==> config.mk <==
export PLATFORM = sky130hd
export DESIGN_NAME = tpc_sqrt
export DESIGN_NICKNAME = d
export VERILOG_FILES = /design/src/tpc_sqrt.sv
export SDC_FILE = /design/constraint.sdc
export NUM_CORES = 2
export LEC_CHECK = 0
export ABC_CLOCK_PERIOD_IN_PS = 4400
export BUFFER_PORTS_ARGS = -buffer_cell sky130_fd_sc_hd__buf_2
export CORE_AREA = 2 2 573 433
export CTS_CLUSTER_SIZE = 40
export DETAILED_ROUTE_END_ITERATION = 16
export DIE_AREA = 0 0 575 435
export PLACE_DENSITY = 0.65
export SYNTH_ARGS = -nofsm -noshare
export SYNTH_HDL_FRONTEND = slang
export SYNTH_MEMORY_MAX_BITS = 65536
export SYNTH_SLANG_ARGS = --single-unit
==> constraint.sdc <==
create_clock -name clk -period 4.4 [get_ports clk]
set_clock_uncertainty 0.1 [all_clocks]
set_input_delay 0 -clock clk [delete_from_list [all_inputs] [get_ports clk]]
set_output_delay 0 -clock clk [all_outputs]
set_load 0.01 [all_outputs]
==> src/tpc_sqrt.sv <==
`timescale 1ns / 1ps

module tpc_sqrt #(
    parameter int RAD_W = 64,
    parameter int TAG_W = 2
) (
    input  logic               clk,
    input  logic               rst_n,
    input  logic               en,
    input  logic               in_valid,
    input  logic [RAD_W-1:0]   rad,
    input  logic [TAG_W-1:0]   in_tag,
    output logic               out_valid,
    output logic [RAD_W/2-1:0] root,
    output logic [TAG_W-1:0]   out_tag
);
    localparam int RT_W = RAD_W / 2;

    logic [RT_W+1:0]  rem_reg  [RT_W+1];
    logic [RT_W-1:0]  root_reg [RT_W+1];
    logic [RAD_W-1:0] q_reg    [RT_W+1];
    logic [TAG_W-1:0] tag_reg  [RT_W+1];
    logic             v_reg    [RT_W+1];

    always_ff @(posedge clk)
    begin
        if (en)
        begin
            rem_reg[0]  <= '0;
            root_reg[0] <= '0;
            q_reg[0]    <= rad;
            tag_reg[0]  <= in_tag;
        end
    end

    always_ff @(posedge clk or negedge rst_n)
    begin
        if (!rst_n)
            v_reg[0] <= 1'b0;
        else if (en)
            v_reg[0] <= in_valid;
    end

    // one root bit per stage, two radicand bits brought down each time
    for (genvar s = 1; s <= RT_W; s++)
    begin : g_step
        logic [RT_W+3:0] t;
        logic [RT_W+3:0] diff;
        logic            ge;

        always_comb
        begin
            t    = {rem_reg[s-1], q_reg[s-1][RAD_W-1:RAD_W-2]};
            diff = t - (RT_W+4)'({root_reg[s-1], 2'b01});
            ge   = ~diff[RT_W+3];
        end

        always_ff @(posedge clk)
        begin
            if (en)
            begin
                rem_reg[s]  <= ge ? diff[RT_W+1:0] : t[RT_W+1:0];
                root_reg[s] <= {root_reg[s-1][RT_W-2:0], ge};
                q_reg[s]    <= {q_reg[s-1][RAD_W-3:0], 2'b00};
                tag_reg[s]  <= tag_reg[s-1];
            end
        end

        always_ff @(posedge clk or negedge rst_n)
        begin
            if (!rst_n)
                v_reg[s] <= 1'b0;
            else if (en)
                v_reg[s] <= v_reg[s-1];
        end
    end

    assign out_valid = v_reg[RT_W];
    assign root      = root_reg[RT_W];
    assign out_tag   = tag_reg[RT_W];
endmodule

; Yosys cells after proc, flatten, opt, wreduce, memory -nomap -nowiden
; Memory sizes are Yosys's and may differ from the RTL's.
; Cells that the tools add are included.
[totals]
reg_bits = 33
wordCells = 135
ramBits = 4356
memories = 4
[classes]
bitwise = 32
muxes = 34
addsub = 32
[memory_table]
columns = memory, words, word_bits, read_ports, rd_ports_with_merged_regs, write_ports, line
row1 = q_reg, 33, 64, 32, 0, 33, 21  ; logic [RAD_W-1:0] q_reg [RT_W+1];
row2 = rem_reg, 33, 34, 32, 0, 33, 19  ; logic [RT_W+1:0] rem_reg [RT_W+1];
row3 = root_reg, 33, 32, 33, 0, 33, 20  ; logic [RT_W-1:0] root_reg [RT_W+1];
row4 = tag_reg, 33, 2, 33, 0, 33, 22  ; logic [TAG_W-1:0] tag_reg [RT_W+1];
[op_table]
columns = cell, count
row1 = $sub A36 B34 Y36, 32
row2 = $mux W34, 32
row3 = $not A1 Y1, 32
row4 = $mux W1, 2

; Longest topological paths before layout
[logic_depth]
depth_word = 2
ltp_mapped = 14
mapped_depth_nobuf = 13

; Worst setup path before layout
; Ideal clock, no wire load.
[synth_timing]
kind = register to register
from = memory rem_reg[0][324] in the netlist's numbering
to = memory rem_reg[0][354] in the netlist's numbering (data pin)
stages_incl_launch_ff = 10
arrival_time_ns = 3.530
path_slack_ns = 0.513
setup_time_ns = 0.258
n_path_buf = 0
cell_sequence = edfxtp_1 -> or4_1 -> or3_1 -> or4_1 -> nor4b_2 -> nand2_1 -> xnor2_2 -> a2111oi_0 -> nand2_1 -> xnor2_1
[synth_lines]
columns = element, line
row1 = "start, declared", 19

==> reports/results.tsv <==
stage	metric	value	unit
outcome	status	complete, no violations	
clocking	clk_latency	860	ps
global_route	grt_max_degree	173	
pwr	peakVddDrop	0.0003625	V
sta	period_share	0.9538	
floorplanning	num_rows	158	
placement	portBuffers	104	
synth	syn-num-nets	9500	
floorplanning	boundaryPins	105	
synth	syn_area_per_cell	13.66	µm²
global_route	grtUsageMet3	0.02511	
setup_path	worstSetupPathType	reg -> reg	
sta	relSlewSlack	0.2965	
global_route	antenna_found_initial	5	
routing	vias_per_cell	5.464	
routing	vias	70370	
placement	dpl.hpwl	163500	µm
global_route	grt.overflow.total	0	
sta	worst_pin_slew	1055	ps
finish	fin_nets	9996	
finish	largest_reg_flops	1056	
synth	ys_warn_count	0	
clocking	cts_resized	0	
finish	final_common_cell	edfxtp_1	
clocking	clock_path_buffers	4	
finish	fin_util	0.5594	
sta	finalSetupTns	0	ps
synth	synth_cells	8902	
pwr	power_leakage	52.19	nW
synth	ys.flop_type	edfxtp_1	
clocking	cts_sinks	2688	
global_route	met1_usage	0.2709	
sta	finalSetupViolCount	0	
finish	final.fill_count	19710	
synth	netlist_area	121600	µm²
routing	ant_nets	0	
synth	yosysSeqAreaShare	0.6625	
setup_path	cp-start-kind	flop	
setup_path	cp-end-kind	flop	
global_route	grt_pass1_vias	68290	
synth	synth_adder_area_share	0.05433	
sta	drv_slew	0	
floorplanning	coreArea	245100	µm²
clocking	htree_levels	5	
floorplanning	die_w	575	µm
sta	fmax	238.3	MHz
routing	drt_pass1_iterations	6	
synth	synth-simple-area-share	0.08859	
synth	synthArstFlopShare	0.01228	
worst_hold_path	min_path_type	in -> async	
clocking	clockRootBuffer	clkbuf_16	
routing	wl	235300	µm
routing	drc	0	
pwr	powerDensity	489.8	nW/µm²
synth	ys_types	109	
synth	synth_top_family_by_area	simple AND/OR/NAND/NOR gates	
synth	synth_edf_count	2655	
setup_path	worstPathMaxFanout	5	
routing	avgRoutedWirePerCell	18.27	µm
sta	hold_violations	0	
clocking	cts-buffers-inserted	277	
synth	ys_ff_latch	2688	
global_route	grt_busiest_layer	met2	
global_route	grt_use_total	0.1854	
synth	synth_mux_area_frac	0.01934	
global_route	met2_usage	0.2920	
setup_path	required	4870	ps
global_route	grt_pass1_wl	375400	µm
sta	rsz0062_at_grt	no	
placement	gp_congestion	0.8745	
floorplanning	die-area	250100	µm²
sta	fin_crit	4197	ps
setup_path	r2r_cells	14	
finish	layout_common_cells	edfxtp_1, inv_1, nand2_1	
floorplanning	start_util	0.4960	
pwr	total_power	67.17	mW
finish	syn_to_final_growth	12.78	%
routing	drtIter0Drc	5775	
finish	layout-drive-gt1-share	0.09846	
sta	worst_hold_slack	85.89	ps
flow_run	cap_viol_max_count	0	
setup_path	crit_arrival	4660	ps
synth	synth_compound_area_frac	0.08443	
synth	synth-xor-area-share	0.06411	
floorplanning	die_h	435	µm
clocking	cts.clk_slew.worst_paths	60	ps
clocking	cts_setup_buffers	0	
clocking	cts_tree	built	
-- power by group --
part	switching [mW]	internal, mW	total, mW
combinational	6.49	4.98	11.5
sequential	1.62	31.3	33.0
clock	9.61	13.1	22.7
-- critical path: stages (launching register included) --
cell and delay, ps:
edfxtp_1 440, inv_1 70, ha_1 320, a21oi_1 270, nor2_1 120, nor4b_1 370, a211oi_1 230, o311ai_0 680
buf_4 230, nand2_1 50, buf_4 160, o311ai_4 350, o21bai_1 270, nor4_1 100, xor2_1 150
-- per-stage QoR --
step / instances / cell area [µm²] / setup slack [ps]
finish: 12880 / 137100 / 203.5
global route: 12880 / 137100 / 11.93
CTS: 12880 / 137100 / 296.3
detailed placement: 12260 / 127000 / 305.3
global placement: 12260 / 127000 / 330.9
floorplan: 8902 / 121600 / 512.6
-- layer usage --
layer,wire (µm),vias to the layer above
li1,-,34110
met1,112100,34280
met2,107000,1591
met3,10470,392
met4,5696,0
met5,0,-
-- final timing paths --
path / from / endpoint / slack (ps)
setup / recovery: root_reg[1][195] / rem_reg[0][808] / 200
hold / removal: rst_n / v_reg[32] / 90
setup reg to reg: root_reg[1][195] / rem_reg[0][808] / 200
hold reg to reg: q_reg[0][442] / q_reg[0][508] / 310
max in group asynchronous: rst_n / out_valid / 3940
min in group clk: en / q_reg[0][28] / 140
-- area by class of cell --
class	instances	area, µm²	area share
Clock buffer	325	7303	0.05326
Clock inverter	154	1391	0.01015
Tap cell	3280	4104	0.02993
Inverter	691	2594	0.01892
Antenna cell	1	2.502	0.00001825
Timing Repair Buffer	371	3208	0.02340
Sequential cell	2688	80550	0.5874
Multi-Input combinational cell	5369	37970	0.2769
-- what timing repair did --
| item | CTS | global route |
|---|---|---|
| endpoints found under the hold margin | 1089 | 0 |
| endpoints found under the setup margin | 0 | 0 |
| hold buffers | 138 | 0 |
-- synthesized netlist by cell type, types with 22 or more instances --
master	count	area (µm²)
edfxtp_1	2655	79730
inv_1	682	2560
nand2_1	643	2414
ha_1	528	6606
o21ai_0	485	2427
xor2_1	460	4029
xnor2_1	415	3635
nor2_1	376	1411
a21oi_1	366	1832
a21o_1	237	1779
nor3_1	222	1111
mux2_2	198	2230
nand3_1	126	630.6
clkbuf_1	122	457.9
nand2b_1	112	700.7
or3_1	108	675.7
nor4_1	101	631.9
o21a_1	99	743.2
nor2b_1	76	475.5
nand4_1	66	412.9
or4_1	55	412.9
a211oi_1	52	390.4
o31ai_1	52	390.4
and3_1	51	319.1
a31oi_1	43	269.0
o21bai_1	43	322.8
or2_2	37	231.5
dfrtp_1	33	825.8
nand3b_1	26	195.2
nor4b_1	22	192.7
o211ai_1	22	165.2
-- kinds of logic (layout without fill, tap and decap cells) --
group / count (synthesis) / count (layout)
buffers and inverters: 845 / 1541
xor gates and xnor gates: 881 / 881
muxes: 210 / 210
AOI/OAI and AO/OA: 1619 / 1619
DFF: 2688 / 2688
adders and majority gates: 528 / 528
and+or+nand+nor: 2130 / 2130
other: 1 / 2
(Power assumes the default switching activity.)
